--- src/design/etpd_pkg.sv ---
// Package for the error text pattern disabler: phrase table, sizes and the
// structs passed between the top level and the match cells. No dependencies.
`default_nettype none

package etpd_pkg;

  // Slots of the phrase table and the longest phrase a slot can hold.
  localparam int PHRASE_SLOTS     = 32;
  localparam int PHRASE_MAX_CHARS = 64;
  localparam int PHRASE_BITS      = PHRASE_MAX_CHARS * 8;

  // Defaults of the top level parameters.
  localparam int DEF_NUM_PHRASES    = 11;
  localparam int DEF_MAX_PHRASE_LEN = 28;

  // Wide enough for any phrase number and for a "none" code up to PHRASE_SLOTS.
  localparam int PHRASE_IDX_W = $clog2(PHRASE_SLOTS + 1);

  // Width of the reported phrase number.
  localparam int PATTERN_IDX_W = 4;

  // Operation codes of an input item.
  localparam logic OP_TEXT    = 1'b0;
  localparam logic OP_DISABLE = 1'b1;

  // Per-byte control broadcast to every cell.
  typedef struct packed {
    logic       step;       // a text byte is transferred this cycle
    logic       clear;      // it is the last byte of the message
    logic [7:0] text_byte;
  } etpd_scan_t;

  // Lowest-found search carried along the row of cells.
  typedef struct packed {
    logic                    hit;
    logic [PHRASE_IDX_W-1:0] idx;
  } etpd_chain_t;

  // Phrase text, right aligned: the first character sits in the highest
  // used byte, the last character in bits [7:0]. The escape \137 is the
  // underscore character.
  function automatic logic [PHRASE_BITS-1:0] phrase_text(input int slot);
    logic [PHRASE_BITS-1:0] t;
    t = '0;
    unique case (slot)
      0:       t = "text only";
      1:       t = "text-only";
      2:       t = "does not support image";
      3:       t = "image input is not supported";
      4:       t = "does not support vision";
      5:       t = "vision is not supported";
      6:       t = "content has invalid image";
      7:       t = "images are not supported";
      8:       t = "image\137url is not supported";
      9:       t = "image\137url is not enabled";
      10:      t = "image data is not supported";
      default: t = '0;
    endcase
    return t;
  endfunction

  // Phrase length in characters; zero for an empty slot.
  function automatic int phrase_len(input int slot);
    int n;
    n = 0;
    unique case (slot)
      0:       n = 9;
      1:       n = 9;
      2:       n = 22;
      3:       n = 28;
      4:       n = 23;
      5:       n = 23;
      6:       n = 25;
      7:       n = 24;
      8:       n = 26;
      9:       n = 24;
      10:      n = 27;
      default: n = 0;
    endcase
    return n;
  endfunction

endpackage : etpd_pkg

`default_nettype wire

--- src/design/etpd_in_if.sv ---
// Input channel of the error text pattern disabler: valid/ready handshake
// with op, text byte and last-byte mark. Depends on nothing.
`default_nettype none

interface etpd_in_if;
  logic       valid;
  logic       ready;
  logic       op;
  logic [7:0] text_byte;
  logic       last;

  modport source (output valid, output op, output text_byte, output last, input ready);
  modport sink   (input valid, input op, input text_byte, input last, output ready);
endinterface : etpd_in_if

`default_nettype wire

--- src/design/etpd_out_if.sv ---
// Result channel of the error text pattern disabler: valid/ready handshake
// with the disable report. Depends on nothing.
`default_nettype none

interface etpd_out_if;
  logic       valid;
  logic       ready;
  logic       newly_disabled;
  logic       disabled;
  logic [3:0] pattern_index;

  modport source (output valid, output newly_disabled, output disabled,
                  output pattern_index, input ready);
  modport sink   (input valid, input newly_disabled, input disabled,
                  input pattern_index, output ready);
endinterface : etpd_out_if

`default_nettype wire

--- src/design/etpd_cell.sv ---
// One match cell: shift-and progress vector and found bit for one phrase,
// plus one link of the lowest-found chain. Depends on etpd_pkg.
`default_nettype none

module etpd_cell
  import etpd_pkg::*;
#(
  parameter int PHRASE_ID      = 0,
  parameter int MAX_PHRASE_LEN = DEF_MAX_PHRASE_LEN
) (
  input  wire logic        clk,
  input  wire logic        rst_n,
  input  wire etpd_scan_t  scan,
  input  wire etpd_chain_t chain_i,
  output etpd_chain_t      chain_o
);

  localparam logic [PHRASE_BITS-1:0] TEXT = phrase_text(PHRASE_ID);
  localparam int  LEN    = phrase_len(PHRASE_ID);
  // A phrase that does not fit the vector never matches.
  localparam bit  ACTIVE = (LEN > 0) && (LEN <= MAX_PHRASE_LEN);
  localparam int  TOP    = ACTIVE ? LEN - 1 : 0;

  logic [MAX_PHRASE_LEN-1:0] vec_r, vec_nxt;
  logic [MAX_PHRASE_LEN-1:0] hits;
  logic [MAX_PHRASE_LEN-1:0] vec_sh;
  logic [MAX_PHRASE_LEN-1:0] vec_upd;
  logic                      found_r, found_nxt;
  logic                      found_upd;

  // Positions of the phrase that hold the incoming character.
  always_comb begin
    hits = '0;
    for (int j = 0; j < MAX_PHRASE_LEN; j++) begin
      if (ACTIVE && (j < LEN)) begin
        hits[j] = (TEXT[(LEN - 1 - j) * 8 +: 8] == scan.text_byte);
      end
    end
  end

  always_comb begin
    vec_sh    = vec_r << 1;
    vec_upd   = (vec_sh | MAX_PHRASE_LEN'(1)) & hits;
    found_upd = found_r | (ACTIVE && vec_upd[TOP]);
  end

  always_comb begin
    vec_nxt   = vec_r;
    found_nxt = found_r;
    if (scan.step) begin
      if (scan.clear) begin
        vec_nxt   = '0;
        found_nxt = 1'b0;
      end else begin
        vec_nxt   = vec_upd;
        found_nxt = found_upd;
      end
    end
  end

  always_ff @(posedge clk) begin
    if (!rst_n) begin
      vec_r   <= '0;
      found_r <= 1'b0;
    end else begin
      vec_r   <= vec_nxt;
      found_r <= found_nxt;
    end
  end

  // A lower-numbered hit upstream wins; otherwise this cell claims the slot.
  always_comb begin
    chain_o = chain_i;
    if (!chain_i.hit && found_upd) begin
      chain_o.hit = 1'b1;
      chain_o.idx = PHRASE_IDX_W'(PHRASE_ID);
    end
  end

endmodule : etpd_cell

`default_nettype wire

--- src/design/error_text_pattern_disabler_core.sv ---
// Top level of the error text pattern disabler: a row of match cells, the
// sticky disabled flag and the output register. Depends on etpd_pkg,
// etpd_in_if, etpd_out_if and etpd_cell.
`default_nettype none

// The block scans an error message one byte per transfer, with the last
// byte marked, and looks case-sensitively and at any position for a fixed
// list of phrases (the table in etpd_pkg). Each phrase has its own cell in
// a row; every cell keeps a shift-and progress vector and a found bit, and
// the cells hand a lowest-found phrase number down the row. Message bytes
// produce no result except the last one, which produces a report: whether
// this message newly set the sticky disabled flag, the flag itself, and the
// lowest matched phrase number (NUM_PHRASES means none). When the flag was
// already set, a message still gets a report, but with newly_disabled low
// and no phrase number. An item with op high sets the flag at once, leaves
// any message in progress untouched, and reports the flag. The block takes
// one item per clock cycle unless input stalls; all cells update at once
// and the priority chain runs through them, which allows that rate. A
// report appears on the result channel in the cycle after the transfer
// that caused it and is held in an output register; input flows while
// it is free or drained and stalls only while it is full and not drained.
// After reset the flag is clear and no search state is pending.
module error_text_pattern_disabler_core
  import etpd_pkg::*;
#(
  parameter int NUM_PHRASES    = DEF_NUM_PHRASES,
  parameter int MAX_PHRASE_LEN = DEF_MAX_PHRASE_LEN
) (
  input  wire logic  clk,
  input  wire logic  rst_n,
  etpd_in_if.sink    in_chan,
  etpd_out_if.source out_chan
);

  localparam logic [PHRASE_IDX_W-1:0] IDX_NONE = PHRASE_IDX_W'(NUM_PHRASES);

  // Handshake on the input side.
  logic       in_xfer;
  logic       text_xfer;
  logic       emit;
  etpd_scan_t scan;

  // Chain through the cells; link 0 enters with no hit.
  etpd_chain_t chain [NUM_PHRASES + 1];

  // Sticky flag and output register.
  logic                     disabled_r, disabled_nxt;
  logic                     out_valid_r, out_valid_nxt;
  logic                     newly_r, newly_nxt;
  logic                     flag_out_r, flag_out_nxt;
  logic [PATTERN_IDX_W-1:0] index_r, index_nxt;
  logic [PHRASE_IDX_W-1:0]  idx_sel;

  // Input is taken whenever the output register is free or being drained.
  assign in_chan.ready = !out_valid_r || out_chan.ready;
  assign in_xfer       = in_chan.valid && in_chan.ready;
  assign text_xfer     = in_xfer && (in_chan.op == OP_TEXT);
  // A report follows a force-disable item or the last byte of a message.
  assign emit          = in_xfer && ((in_chan.op == OP_DISABLE) || in_chan.last);

  assign scan.step      = text_xfer;
  assign scan.clear     = in_chan.last;
  assign scan.text_byte = in_chan.text_byte;

  assign chain[0].hit = 1'b0;
  assign chain[0].idx = IDX_NONE;

  for (genvar i = 0; i < NUM_PHRASES; i++) begin : g_cell
    etpd_cell #(
      .PHRASE_ID      (i),
      .MAX_PHRASE_LEN (MAX_PHRASE_LEN)
    ) u_cell (
      .clk     (clk),
      .rst_n   (rst_n),
      .scan    (scan),
      .chain_i (chain[i]),
      .chain_o (chain[i + 1])
    );
  end

  // Build the report. The chain end already includes the current byte.
  always_comb begin
    disabled_nxt = disabled_r;
    newly_nxt    = newly_r;
    flag_out_nxt = flag_out_r;
    index_nxt    = index_r;
    idx_sel      = IDX_NONE;
    if (in_xfer) begin
      if (in_chan.op == OP_DISABLE) begin
        disabled_nxt = 1'b1;
        newly_nxt    = 1'b0;
        flag_out_nxt = 1'b1;
        index_nxt    = idx_sel[PATTERN_IDX_W-1:0];
      end else if (in_chan.last) begin
        if (!disabled_r && chain[NUM_PHRASES].hit) begin
          disabled_nxt = 1'b1;
          newly_nxt    = 1'b1;
          idx_sel      = chain[NUM_PHRASES].idx;
        end else begin
          newly_nxt = 1'b0;
        end
        flag_out_nxt = disabled_nxt;
        index_nxt    = idx_sel[PATTERN_IDX_W-1:0];
      end
    end
  end

  always_comb begin
    out_valid_nxt = out_valid_r;
    if (emit) begin
      out_valid_nxt = 1'b1;
    end else if (out_chan.ready) begin
      out_valid_nxt = 1'b0;
    end
  end

  always_ff @(posedge clk) begin
    if (!rst_n) begin
      disabled_r  <= 1'b0;
      out_valid_r <= 1'b0;
    end else begin
      disabled_r  <= disabled_nxt;
      out_valid_r <= out_valid_nxt;
    end
  end

  // Report payload; loaded only on a report transfer.
  always_ff @(posedge clk) begin
    newly_r    <= newly_nxt;
    flag_out_r <= flag_out_nxt;
    index_r    <= index_nxt;
  end

  assign out_chan.valid          = out_valid_r;
  assign out_chan.newly_disabled = newly_r;
  assign out_chan.disabled       = flag_out_r;
  assign out_chan.pattern_index  = index_r;

endmodule : error_text_pattern_disabler_core

`default_nettype wire
--- src/flat_wrapper.sv ---
// flat-port wrapper written by rule: the top's interface ports become plain ports
module error_text_pattern_disabler_core_flat import etpd_pkg::*;
#(
  parameter int NUM_PHRASES    = DEF_NUM_PHRASES,
  parameter int MAX_PHRASE_LEN = DEF_MAX_PHRASE_LEN
)
  (clk, rst_n, in_chan_valid, in_chan_op, in_chan_text_byte, in_chan_last, in_chan_ready, out_chan_valid, out_chan_newly_disabled, out_chan_disabled, out_chan_pattern_index, out_chan_ready);
  etpd_in_if in_chan_i ();
  etpd_out_if out_chan_i ();
  input  wire logic clk;
  input  wire logic rst_n;
  input wire logic [$bits(in_chan_i.valid)-1:0] in_chan_valid;
  input wire logic [$bits(in_chan_i.op)-1:0] in_chan_op;
  input wire logic [$bits(in_chan_i.text_byte)-1:0] in_chan_text_byte;
  input wire logic [$bits(in_chan_i.last)-1:0] in_chan_last;
  output wire logic [$bits(in_chan_i.ready)-1:0] in_chan_ready;
  output wire logic [$bits(out_chan_i.valid)-1:0] out_chan_valid;
  output wire logic [$bits(out_chan_i.newly_disabled)-1:0] out_chan_newly_disabled;
  output wire logic [$bits(out_chan_i.disabled)-1:0] out_chan_disabled;
  output wire logic [$bits(out_chan_i.pattern_index)-1:0] out_chan_pattern_index;
  input wire logic [$bits(out_chan_i.ready)-1:0] out_chan_ready;
  assign in_chan_i.valid = in_chan_valid;
  assign in_chan_i.op = in_chan_op;
  assign in_chan_i.text_byte = in_chan_text_byte;
  assign in_chan_i.last = in_chan_last;
  assign in_chan_ready = in_chan_i.ready;
  assign out_chan_valid = out_chan_i.valid;
  assign out_chan_newly_disabled = out_chan_i.newly_disabled;
  assign out_chan_disabled = out_chan_i.disabled;
  assign out_chan_pattern_index = out_chan_i.pattern_index;
  assign out_chan_i.ready = out_chan_ready;
  error_text_pattern_disabler_core #(.NUM_PHRASES(NUM_PHRASES), .MAX_PHRASE_LEN(MAX_PHRASE_LEN)) u_core (.clk(clk), .rst_n(rst_n), .in_chan(in_chan_i), .out_chan(out_chan_i));
endmodule
--- config.mk ---
export PLATFORM = sky130hd
export DESIGN_NAME = error_text_pattern_disabler_core_flat
export DESIGN_NICKNAME = d
export VERILOG_FILES = /design/src/design/etpd_pkg.sv /design/src/design/etpd_in_if.sv /design/src/design/etpd_out_if.sv /design/src/design/etpd_cell.sv /design/src/design/error_text_pattern_disabler_core.sv /design/src/flat_wrapper.sv
export SDC_FILE = /design/constraint.sdc
export NUM_CORES = 1
export LEC_CHECK = 0
export BUFFER_PORTS_ARGS = -buffer_cell sky130_fd_sc_hd__buf_2
export CAP_MARGIN = 20
export CELL_PAD_IN_SITES_DETAIL_PLACEMENT = 1
export CELL_PAD_IN_SITES_GLOBAL_PLACEMENT = 2
export CORE_MARGIN = 10
export CORE_UTILIZATION = 37
export CTS_CLUSTER_DIAMETER = 120
export DETAILED_ROUTE_END_ITERATION = 16
export PLACE_DENSITY = 0.82
export SETUP_SLACK_MARGIN = 0.5
export SYNTH_ARGS = -nofsm -noshare
export SYNTH_HDL_FRONTEND = slang
export SYNTH_SLANG_ARGS = --single-unit
--- constraint.sdc ---
create_clock -name clk -period 1.8 [get_ports clk]
set_input_delay 0.27 -clock clk [delete_from_list [all_inputs] [get_ports clk]]
set_output_delay 0.27 -clock clk [all_outputs]
set_load 0.03 [all_outputs]
==> results of run 1 <==
[cells in the mapped netlist (3+ instances only)]
cell	number
sky130_fd_sc_hd__dfxtp_1	188
sky130_fd_sc_hd__nor2b_1	171
sky130_fd_sc_hd__a22oi_1	162
sky130_fd_sc_hd__clkbuf_1	33
sky130_fd_sc_hd__buf_2	16
sky130_fd_sc_hd__nor2_1	13
sky130_fd_sc_hd__nand2_1	12
sky130_fd_sc_hd__a22oi_2	10
sky130_fd_sc_hd__nor2b_2	10
sky130_fd_sc_hd__a21oi_1	7
sky130_fd_sc_hd__nor3_1	7
sky130_fd_sc_hd__edfxtp_1	6
sky130_fd_sc_hd__inv_1	6
sky130_fd_sc_hd__o21ai_0	6
sky130_fd_sc_hd__a31oi_1	5
sky130_fd_sc_hd__a32oi_1	4
sky130_fd_sc_hd__and2_1	4
sky130_fd_sc_hd__nand2b_1	4
sky130_fd_sc_hd__nand3_1	4
sky130_fd_sc_hd__nor4_4	4
sky130_fd_sc_hd__buf_4	3
sky130_fd_sc_hd__nand4b_1	3
sky130_fd_sc_hd__nor3_2	3
sky130_fd_sc_hd__nor3_4	3
[cell usage in the layout, fill, tap and decap left out, types with 3 or more instances in the layout]
cell type and n:
sky130_fd_sc_hd__dfxtp_1 184, sky130_fd_sc_hd__a22oi_2 172, sky130_fd_sc_hd__nor2b_1 166, sky130_fd_sc_hd__buf_6 61
sky130_fd_sc_hd__buf_4 49, sky130_fd_sc_hd__buf_12 34, sky130_fd_sc_hd__buf_16 32, sky130_fd_sc_hd__clkbuf_16 19
sky130_fd_sc_hd__buf_2 17, sky130_fd_sc_hd__nor2b_2 15, sky130_fd_sc_hd__nor3_4 11, sky130_fd_sc_hd__nor2_1 7
sky130_fd_sc_hd__nand2_1 6, sky130_fd_sc_hd__nor4_4 6, sky130_fd_sc_hd__o21ai_2 6, sky130_fd_sc_hd__edfxtp_1 6
sky130_fd_sc_hd__nor2_4 5, sky130_fd_sc_hd__inv_1 5, sky130_fd_sc_hd__nand2_4 4, sky130_fd_sc_hd__a21oi_2 4
sky130_fd_sc_hd__a32oi_1 4, sky130_fd_sc_hd__bufinv_16 4, sky130_fd_sc_hd__buf_8 4, sky130_fd_sc_hd__nand4b_1 3
sky130_fd_sc_hd__and2_1 3, sky130_fd_sc_hd__a31oi_2 3, sky130_fd_sc_hd__nor2_2 3, sky130_fd_sc_hd__inv_6 3
sky130_fd_sc_hd__dfxtp_2 3
[routing by layer]
metal / wire length [microns] / part of all wire / up-vias
li1: - / - / 2999
met1: 13200 / 0.38 / 3574
met2: 17800 / 0.51 / 293
met3: 1700 / 0.049 / 121
met4: 2060 / 0.059 / 0
met5: 0 / 0 / -
[worst max-delay path, cell delays in order (launching register included)]
cell                       delay, ns
sky130_fd_sc_hd__dfxtp_4        0.36
sky130_fd_sc_hd__nand2b_4       0.09
sky130_fd_sc_hd__buf_6          0.10
sky130_fd_sc_hd__buf_6          0.10
sky130_fd_sc_hd__buf_6          0.09
sky130_fd_sc_hd__buf_6          0.09
sky130_fd_sc_hd__nand3_4        0.12
sky130_fd_sc_hd__buf_12         0.18
sky130_fd_sc_hd__nor3_4         0.20
sky130_fd_sc_hd__buf_6          0.15
sky130_fd_sc_hd__buf_12         0.15
sky130_fd_sc_hd__a22oi_2        0.07
sky130_fd_sc_hd__nor2b_1        0.25
[repair_timing]
action | in CTS | in global routing
buffers inserted | 59 | 16
pin swaps | 122 | 38
gates cloned | 31 | 2
setup endpoints to repair | 201 | 204
resized for setup | 256 | 44
[through the flow]
step | utilization | instances | hold WS (ns)
after floorplan | - | 727 | 0.438
after global placement | 0.442 | 1032 | 0.451
after detailed placement | 0.442 | 1032 | 0.475
after CTS | 0.593 | 1154 | 0.247
after global routing | 0.610 | 1172 | 0.262
final | 0.610 | 1172 | 0.263
[final timing paths]
kind,start,to,slack (ns),cells past startpoint
worst min-delay path,rst_n,u_core.g_cell[10].u_cell.vec_r[10],0.26,2
worst max register to register,u_core.out_chan.valid,u_core.g_cell[0].u_cell.vec_r[4],-0.26,12
worst min register to register,u_core.g_cell[1].u_cell.vec_r[4],u_core.g_cell[1].u_cell.vec_r[4],0.51,2
worst max-delay path,u_core.out_chan.valid,u_core.g_cell[0].u_cell.vec_r[4],-0.26,12
[power by group through the flow]
stage	Clock, mW	Sequential, mW	Combinational [mW]
after floorplan	0	4.44	0.308
after global placement	0	4.42	0.453
after global routing	4.57	4.32	0.949
final	4.34	4.32	0.922
after CTS	4.24	4.32	0.842
after detailed placement	0	4.42	0.466
[registers in the layout, indices dropped and copies added, names as in the netlist]
name and cells:
u_core.out_chan.disabled 1, u_core.disabled_r 1, u_core.g_cell.u_cell.found_r 11, u_core.g_cell.u_cell.vec_r 175, u_core.out_chan.newly_disabled 1, u_core.out_chan.pattern_index 4
u_core.out_chan.valid 1
[final cells by class]
class | instances | area share
timing repair buffer | 199 | 0.227
clock buffer | 19 | 0.0366
clock inverter | 13 | 0.0157
multi-input combinational | 471 | 0.372
tap | 270 | 0.0273
sequential | 194 | 0.319
inverter | 6 | 0.00182
[cell families (layout without fill, tap and decap cells)]
group                  after synthesis  in the layout  synth area share
DFF                                194            194             0.515
buffers and inverters               62            237            0.0381
AOI/OAI and AO/OA                  208            208             0.212
and+or+nand+nor                    263            263             0.235
==> summary by stage, run 1 <==
STA
The count of final setup violators is 172. In the finished design, the share of the clock period the worst path needs comes to 1.14. The headroom to the max-slew limit is 0.674. The transition time at the pin with the least slew margin is slightly below 0.5 ns. The number of slew-limit violations in the final report is 0. Between clock sinks in the finished design, the worst skew comes to about 0.014 ns. Once routing completed, OpenROAD measured the worst setup slack at -0.258 ns. Derived from the worst setup path, the maximum achievable clock frequency is 0.486 GHz. Setup repair after global routing could not meet its margin everywhere. The number of failing hold endpoints at the final stage is 0. The minimum clock period is 2.06 ns. The sum of negative setup slack is -14.85 ns.

Hold path
The min-delay analysis places its worst path in the category input port to flip-flop.

GRT
For this run, global-route usage on met3 was measured as 0.0606. For this run the aggregate overflow at the end of global routing stands at 0. The number of antenna violations at the first check in global routing is 0. The wire length of the first global-routing pass is 46700 microns.

For met1 alone, demand over resource in global routing was 0.257. The met2 capacity usage during global routing is 0.403. The all-layer global routing usage is 0.232.

In this run the most used layer during global routing was met2. The number of global-route vias before repair came to 7455. The pin count of the biggest net entering global routing is 54.

Drt
The number of detailed-route iterations in the first pass is 6. The first routing iteration left 484 violations. Using the TritonRoute via totals, the vias-per-cell ratio works out to 5.96. In the routed design, unresolved DRC markers number 0. The detail route stage leaves a number of antenna-violating nets equal to 0. Across all layers, the routed design uses 6987 vias. The total wirelength of the detailed-routed design is ~35000 microns. The average detailed-routed wire length per instance is 29.7 microns.

Synthesis
After synthesis, the mean cell area works out to 10.5 sq um. Of the post-synthesis cell area, the dominant cell type holds 0.491. The total of flip-flops plus latches after synthesis is between 150 and 200.

The count of warnings emitted by yosys is 0. The most frequently used flop master after synthesis is sky130_fd_sc_hd__dfxtp_1. The total nets after synthesis is between 700 and 800. The synthesized design contains 6 enable-type register cells.

The unique cell type count in the Yosys netlist is between 50 and 60. The synthesized instance count is 727. The cell area after synthesis is 0.00766 sq mm. After synthesis, the share of flip-flops with an asynchronous set or reset is 0. The share of the Yosys chip area taken by registers is 0.515. sky130_fd_sc_hd__dfxtp_1 takes more of the synthesized area than any other cell. In the post-synthesis netlist, the biggest area contributors are sky130_fd_sc_hd__dfxtp_1, sky130_fd_sc_hd__a22oi_1, sky130_fd_sc_hd__nor2b_1.

Clocking
CTS placed an instance of sky130_fd_sc_hd__clkbuf_16 at the clock tree root. The number of levels in the clock H-tree is 4. At the later pin of the worst-skew pair, clock insertion delay measures ~0.46 ns. The number of buffers inserted during clock tree synthesis is 17. The CTS clock-pin slew for the worst setup and hold paths is 0.08 ns.

Clock tree synthesis found a total of 194 sinks. The clock tree from TritonCTS is done. The buffer depth of the longest clock path is 2. The quantity of hold-fixing buffers added after cts is 0.

Power
The power density of the placed cells is 774 mW/mm^2. Overall power consumption after layout is estimated at 9.58 mW. In this run the power spent charging and discharging nets is 2.37 mW.

Of the total power, combinational logic draws 0.096. The internal portion of total power is between 7 and 8 mW. IR analysis of the VDD net gives a maximum drop of 0.000792 V. The clock group share of total power is 0.453. The switching portion of total power is 0.247. The share of total power dissipated in sequential elements is 0.451. The leakage power summed over all cells is 4.19 nW.

Placement
The detailed placement HPWL is 13300 microns. Once placement finished, the instance area stood at 0.00898 sq mm. The number of I/O port buffers is 21. At the end of routability-driven placement, the weighted congestion stood at roughly 0.86. OpenSTA, run right after detailed placement, puts the worst setup slack at -0.256 ns.

Die
The y dimension of the die is 164 microns. The effective utilization at floorplan is 0.377. The width of the chip is between 150 and 200 microns. In this run the standard cell core region covers 0.0203 sq mm.

22 I/O pins were placed. The die covers 0.0269 sq mm. After floorplanning, the core was divided into 52 placement rows.

Final layout
The sequential cell area in the final layout is 0.00395 sq mm. Fill cells in the final layout number 1969. The multi-input combinational cells in the finished layout cover a total of 0.00461 sq mm. The area of all placed cells without fillers is 0.0124 sq mm. Of the cells placed in the final design, the portion with a size suffix greater than 1 is 0.545.

The layout-stage area growth over the synthesis result is 61.6%. In the final design database the tool counted between 900 and 1000 nets. The number of antenna diodes is 0.

Critical path
STA classifies the critical path endpoint as a flip-flop. The category of the worst setup path launch point is a flip-flop. Data on the critical path arrives at its endpoint at 2.41 ns. The type of the worst setup path is flip-flop to flip-flop. The required time at the endpoint of the critical path is 2.16 ns. Along the worst path, the maximum fanout reaches 12.

Run status
The flow ran to the end, but the final reports show violations. The checks that failed: setup timing.

Job
The count of max-cap constraint violations is 0.
(Power assumes the default switching activity.)
==> inputs of run 2 (changes only) <==
- BUFFER_PORTS_ARGS: -buffer_cell sky130_fd_sc_hd__buf_2 -> unset
- CORE_UTILIZATION: 37 -> 38
- DONT_BUFFER_PORTS: unset -> 1
==> summary by stage, run 2 (synthesis gave the netlist of run 1 again) <==
Die
The top-level port count came to 22 (unchanged). The y dimension of the die was 162 microns (-1.2%). The effective utilization at floorplan came to 0.390 (+0.0124). The width of the chip came to 162 microns (-1.2%). The cell row count is 51 (-1.9%). The die footprint is 0.0262 sq mm (-2.3%). The core outline area came to 0.0197 sq mm (-3.2%).

Critical path
The kind of cell adding the most delay to the critical path is simple AND/OR/NAND/NOR gates. The setup path with the least slack is of type flip-flop to flip-flop. The worst path arrival time came to 2.19 ns (-0.22 ns). The maximum net fanout on the critical path was 2 (-10).

The worst path buffer plus inverter count is 1 (-6). The category of the worst setup path launch point is a flip-flop. The signal on the critical path passes through or3b_4, a2111oi_4, nand4b_4, buf_6, nor4_4, a311o_1.

The cell with the largest stage delay on the worst path is sky130_fd_sc_hd__or3b_4. The type of element capturing the critical path is a flip-flop. The worst stage delay on the critical path was 0.39 ns (+0.03 ns). The required time at the endpoint of the critical path is 2.01 ns (-0.15 ns).

Final layout
The final layout net count is 841 (-6.9%). Leaving out fill and tap cells, the most frequent cells in the layout are sky130_fd_sc_hd__dfxtp_1, sky130_fd_sc_hd__a22oi_2, sky130_fd_sc_hd__nor2b_1, sky130_fd_sc_hd__buf_6, sky130_fd_sc_hd__buf_16. The number of antenna diodes is 0 (unchanged). The number of flip-flops in the largest register is 175 (unchanged).

Leaving out fill and tap cells, the most frequent cell in the layout is sky130_fd_sc_hd__dfxtp_1. The number of fillers in the final layout is 1912 (-2.9%). u_core.g_cell.u_cell.vec_r holds more flip-flops than any other register. The core occupancy in the finished layout came to 0.603 (-0.00645).

The share of final-layout standard cells stronger than drive strength 1 is 0.507 (-0.0383). The area of all placed cells without fillers came to 0.0119 sq mm (-4.2%). Relative to the synthesized area, the layout overhead comes to 54.8%.

Drt
The average detailed-routed wire length per instance is 32.0 microns (+7.9%). The total wirelength of the detailed-routed design is 35400 microns (+1.7%). The final routed DRC violation total is 0 (unchanged). The detail-routed via count per cell is 6.18 (+3.7%). The number of detailed-route iterations in the first pass is 5 (-1). The vias after detailed routing was 6834 (-2.2%). The count of antenna-violating nets left after detailed routing came to 0 (unchanged). The detailed router's first-iteration violation count came to 538 (+11%).

STA
The number of failing hold endpoints at the final stage was 0 (unchanged). The minimum clock period was 1.98 ns (-0.0743 ns). The final clock period utilization by the worst path is 1.10 (-0.0413).

The worst clock skew came to 0.0219 ns (+0.00833 ns). The number of slew-limit violations in the final report is 0 (unchanged). The minimum hold slack is 0.00145 ns (-0.262 ns). The transition time at the pin with the least slew margin was 0.579 ns (+0.0911 ns). The headroom to the max-slew limit is 0.613 (-0.0605). The post-layout worst setup margin is -0.183 ns (+0.0743 ns). The highest clock frequency the design can meet came to 0.504 GHz (+3.7%). The sum of negative setup slack was -0.504 ns (+14.35 ns). The count of final setup violators is 7 (-96%).

Setup repair after global routing could not meet its margin everywhere.

GRT
The total global routing overflow is 0 (unchanged). The number of antenna violations at the first check in global routing is 0 (unchanged). The all-layer global routing usage is 0.224 (-0.00735). The number of global-route vias before repair was 7211 (-3.3%). The wire length of the first global-routing pass was 44900 microns (-4.0%). The pin count of the biggest net entering global routing was 189 (+250%).

Placement
The detailed placement HPWL is 12100 microns (-8.5%). The post-detailed-placement cell area was 0.00851 sq mm (-5.2%). The number of I/O port buffers is 0 (-100%). The placer's final routability congestion estimate is 0.833 (-2.6%).

Power
The leakage power summed over all cells was 3.83 nW (-8.6%). The power density of the placed cells was 770 mW/mm^2 (-0.55%). The worst IR drop on VDD is 0.000672 V (-15%).

Clocking
The number of buffers inserted during clock tree synthesis is 17 (unchanged). The root buffer cell is sky130_fd_sc_hd__clkbuf_16. The number of levels in the clock H-tree is 4 (unchanged). The buffer depth of the longest clock path is 2 (unchanged). The clock tree from TritonCTS is done. The clock insertion delay at the later pin of the skew report was 0.47 ns (about the same).

The number of sinks on the clock net is 194 (unchanged). The CTS clock-pin slew for the worst setup and hold paths came to 0.07 ns (about the same).

Job
The count of max-cap constraint violations came to 0 (unchanged).

Run status
The flow ran to the end, but the final reports show violations. The final reports fail on setup timing.

Hold path
The path class of the tightest hold or removal check is input port to flip-flop.
-- run 2: cell count changes in the layout (fill, tap and decap cells not counted), moves of 4 or more --
| cell | change |
|---|---|
| sky130_fd_sc_hd__buf_4 | -27 |
| sky130_fd_sc_hd__buf_6 | -25 |
| sky130_fd_sc_hd__buf_2 | -17 |
| sky130_fd_sc_hd__buf_8 | +6 |
| sky130_fd_sc_hd__buf_12 | -5 |
| sky130_fd_sc_hd__a32oi_1 | -4 |
| sky130_fd_sc_hd__a32oi_2 | +4 |
| sky130_fd_sc_hd__clkinvlp_4 | +4 |
| sky130_fd_sc_hd__nor2b_1 | -4 |
| sky130_fd_sc_hd__nor2b_2 | +4 |
-- run 2: worst paths after layout --
check	startpoint	to	slack (ns)	depth (start not counted)
worst max register to register	u_core.g_cell[5].u_cell.vec_r[21]	u_core.out_chan.pattern_index[0]	-0.18	6
worst max-delay path	u_core.g_cell[5].u_cell.vec_r[21]	u_core.out_chan.pattern_index[0]	-0.18	6
worst min-delay path	rst_n	u_core.g_cell[6].u_cell.vec_r[9]	0.001	1
worst min register to register	u_core.g_cell[5].u_cell.vec_r[10]	u_core.g_cell[5].u_cell.vec_r[11]	0.54	2
-- run 2: per-layer routing --
| metal | track usage | routed length [microns] | part of all wire | up-vias |
|---|---|---|---|---|
| met4 | 0.124 | 1800 | 0.051 | 0 |
| met5 | 0 | 0 | 0 | - |
| met2 | 0.396 | 18100 | 0.51 | 321 |
| li1 | - | - | - | 2871 |
| met1 | 0.241 | 13100 | 0.37 | 3528 |
| met3 | 0.0564 | 2290 | 0.065 | 114 |
-- run 2: area by class of cell --
cell class | count | area (sq um) | area share
multi-input combinational | 472 | 4640 | 0.392
sequential | 194 | 3950 | 0.333
timing repair buffer | 136 | 2330 | 0.197
clock buffer | 17 | 425 | 0.0359
tap | 265 | 332 | 0.0280
clock inverter | 15 | 150 | 0.0127
inverter | 6 | 22.5 | 0.00190
-- run 2: metrics by stage --
| stage | setup slack, ns | power [mW] | cells |
|---|---|---|---|
| after global placement | -0.116 | 4.70 | 971 |
| after floorplan | -0.0765 | 4.74 | 727 |
| after CTS | -0.130 | 8.81 | 1075 |
| final | -0.183 | 9.13 | 1105 |
| after detailed placement | -0.198 | 4.71 | 971 |
| after global routing | -0.229 | 9.31 | 1105 |
-- run 2: what timing repair did --
action / 4_1_cts / 5_1_grt
hold endpoints to repair: 162 / 44
gates resized for setup: 225 / 53
gates cloned: 33 / 5
endpoints found under the setup margin: 201 / 201
buffers inserted: 39 / 21
pin swaps: 134 / 51
-- run 2: report_power, final --
| part | switching [mW] | total (mW) | internal, mW |
|---|---|---|---|
| registers | 0.0168 | 4.33 | 4.32 |
| clock network | 2.04 | 3.99 | 1.96 |
| logic | 0.380 | 0.806 | 0.426 |
| total | 2.43 | 9.13 | 6.70 |
==> inputs of run 3 (changes only) <==
- CORE_MARGIN: 10 -> 2
==> summary by stage, run 3 (synthesis gave the netlist of run 1 again) <==
Final layout
The layout-stage area growth over the synthesis result is 53.5%. The most common library cell in the layout ignoring fill and taps is sky130_fd_sc_hd__dfxtp_1. The core occupancy in the finished layout is 0.598 (-0.00503).

The number of flip-flops in the largest register was 175 (unchanged). The number of antenna diodes is 0 (unchanged). The top cell types in the final layout, fill and taps aside, are sky130_fd_sc_hd__dfxtp_1, sky130_fd_sc_hd__a22oi_2, sky130_fd_sc_hd__nor2b_1, sky130_fd_sc_hd__buf_16, sky130_fd_sc_hd__buf_6. The non-filler instance count after layout came to 1101 (-0.36%).

The register with the most flip-flops in the final layout is u_core.g_cell.u_cell.vec_r. The final layout net count was 839 (-0.24%). The share of final-layout standard cells stronger than drive strength 1 is 0.501 (-0.00595).

Run status
The flow ran to the end, but the final reports show violations. The checks that failed: hold timing, setup timing.

Critical path
The maximum net fanout on the critical path is 2 (unchanged). The critical path in this run is classified as flip-flop to flip-flop. The type of element capturing the critical path is a flip-flop.

The category of the worst setup path launch point is a flip-flop. The worst path arrival time is 2.21 ns (+0.02 ns). The required time at the endpoint of the critical path is 1.99 ns (-0.02 ns). In this run the critical register-to-register path is launched from u_core.g_cell[5].u_cell.vec_r[21]. Tracing the worst setup path back leads to its startpoint at u_core.g_cell[5].u_cell.vec_r[21].

GRT
The total global routing overflow is 0 (unchanged). The number of global-route vias before repair was 7412 (+2.8%). The all-layer global routing usage came to 0.293 (+0.0688). The wire length of the first global-routing pass is 46800 microns (+4.3%).

The pin count of the biggest net entering global routing is 189 (unchanged). The number of antenna violations at the first check in global routing is 0 (unchanged).

Job
The count of max-cap constraint violations was 0 (unchanged).

Die
The y dimension of the die came to 146 microns (-9.9%). The width of the chip was 146 microns (-9.9%). The core outline area is 0.0197 sq mm (unchanged). The die footprint is 0.0213 sq mm (-19%). The effective utilization at floorplan is 0.390 (unchanged). The cell row count is 51 (unchanged).

The top-level port count is 22 (unchanged).

STA
The highest clock frequency the design can meet is 0.496 GHz (-1.6%). The count of final setup violators is 9 (+2). The transition time at the pin with the least slew margin is 0.612 ns (+0.0332 ns).

The post-layout worst setup margin came to -0.215 ns (-0.0320 ns). The sum of negative setup slack came to -0.965 ns (-0.461 ns). The minimum clock period is 2.02 ns (+0.0320 ns). The number of failing hold endpoints at the final stage is 12 (+12). The number of slew-limit violations in the final report is 0 (unchanged).

The headroom to the max-slew limit is 0.582 (-0.0318). The worst clock skew is 0.0135 ns (-0.00836 ns). The final clock period utilization by the worst path is 1.12 (+0.0178). Setup repair after global routing could not meet its margin everywhere. The minimum hold slack came to -0.0351 ns (-0.0366 ns).

Clocking
The root buffer cell is sky130_fd_sc_hd__clkbuf_16. The clock insertion delay at the later pin of the skew report was 0.45 ns (-0.02 ns). The CTS clock-pin slew for the worst setup and hold paths is 0.07 ns (about the same). The buffer depth of the longest clock path is 2 (unchanged).

The number of buffers inserted during clock tree synthesis is 17 (unchanged). The number of levels in the clock H-tree was 4 (unchanged). The clock tree from TritonCTS is done. The number of sinks on the clock net was 194 (unchanged).

Placement
The post-place setup slack is -0.158 ns (+0.0396 ns). The detailed placement HPWL is 11800 microns (-2.3%). The placer's final routability congestion estimate is 0.804 (-3.4%). The number of I/O port buffers came to 0 (unchanged).

The number of placed instances, taps included is 976 (+0.51%).

Power
The leakage power summed over all cells is 3.81 nW (-0.48%). The worst IR drop on VDD is 0.000638 V (-5.0%). The power density of the placed cells was 766 mW/mm^2 (-0.56%).

Drt
The detail-routed via count per cell is 6.12 (-1.0%). The total wirelength of the detailed-routed design was 33200 microns (-6.2%). The final routed DRC violation total came to 0 (unchanged). The detailed router's first-iteration violation count is 510 (-5.2%).

The count of antenna-violating nets left after detailed routing is 0 (unchanged). The vias after detailed routing is 6741 (-1.4%). The number of detailed-route iterations in the first pass is 5 (unchanged). The average detailed-routed wire length per instance is 30.1 microns (-5.9%).

Hold path
The min-delay analysis places its worst path in the category input port to flip-flop. In this run the most critical hold path is launched from rst_n.
## run 3: cell count changes in the layout (fill, tap and decap cells not counted), sizes merged
cell | before | now
dlygate4sd3 | 2 | 0
inv | 12 | 10
clkinvlp | 4 | 2
clkinv | 4 | 3
nand3 | 6 | 5
buf | 131 | 133
clkbuf | 20 | 21
bufinv | 1 | 2
## run 3: worst max-delay path: stages (launching register included)
cell,delay (ns)
sky130_fd_sc_hd__dfxtp_2,0.35
sky130_fd_sc_hd__or3b_4,0.41
sky130_fd_sc_hd__a2111oi_4,0.34
sky130_fd_sc_hd__nand4b_4,0.22
sky130_fd_sc_hd__buf_6,0.12
sky130_fd_sc_hd__nor4_4,0.03
sky130_fd_sc_hd__a311o_1,0.29
## run 3: what timing repair did
item | CTS | global route
gates cloned | 35 | 2
pin swaps | 118 | 63
buffers inserted | 45 | 13
hold endpoints to repair | 147 | 79
setup endpoints to repair | 201 | 201
resized for setup | 226 | 47
## run 3: area by class of cell
class / count / area [sq um]
multi-input cells: 471 / 4570
repair buffers: 135 / 2310
clock buffers: 19 / 453
fillers: 1925 / 7900
flip-flops and latches: 194 / 3950
well taps: 265 / 332
inverters: 6 / 22.5
clock inverters: 11 / 126
## run 3: stage by stage
step / power (mW) / instance area [sq um]
final: 9.00 / 11800
after global placement: 4.72 / 8560
after CTS: 8.82 / 11400
after detailed placement: 4.72 / 8560
after global routing: 9.19 / 11800
after floorplan: 4.74 / 8220
## run 3: final timing paths
check             slack (ns)  cells after the start                                to
setup / recovery       -0.22                      6  u_core.out_chan.pattern_index[0]
hold / removal         -0.04                      1  u_core.g_cell[5].u_cell.vec_r[1]
setup reg to reg       -0.22                      6  u_core.out_chan.pattern_index[0]
hold reg to reg         0.53                      2  u_core.g_cell[1].u_cell.vec_r[4]
## run 3: where the power goes
part / switching, mW / internal, mW / leakage [nW]
sequential: 0.0159 / 4.32 / 1.57
combinational: 0.333 / 0.395 / 1.96
clock: 1.82 / 2.12 / 0.282
## run 3: metal layers
metal | GRT usage | up-vias | part of all wire
met1 | 0.331 | 3430 | 0.38
li1 | - | 2853 | -
met3 | 0.0712 | 142 | 0.058
met2 | 0.507 | 316 | 0.50
met4 | 0.166 | 0 | 0.061
met5 | 0 | - | 0
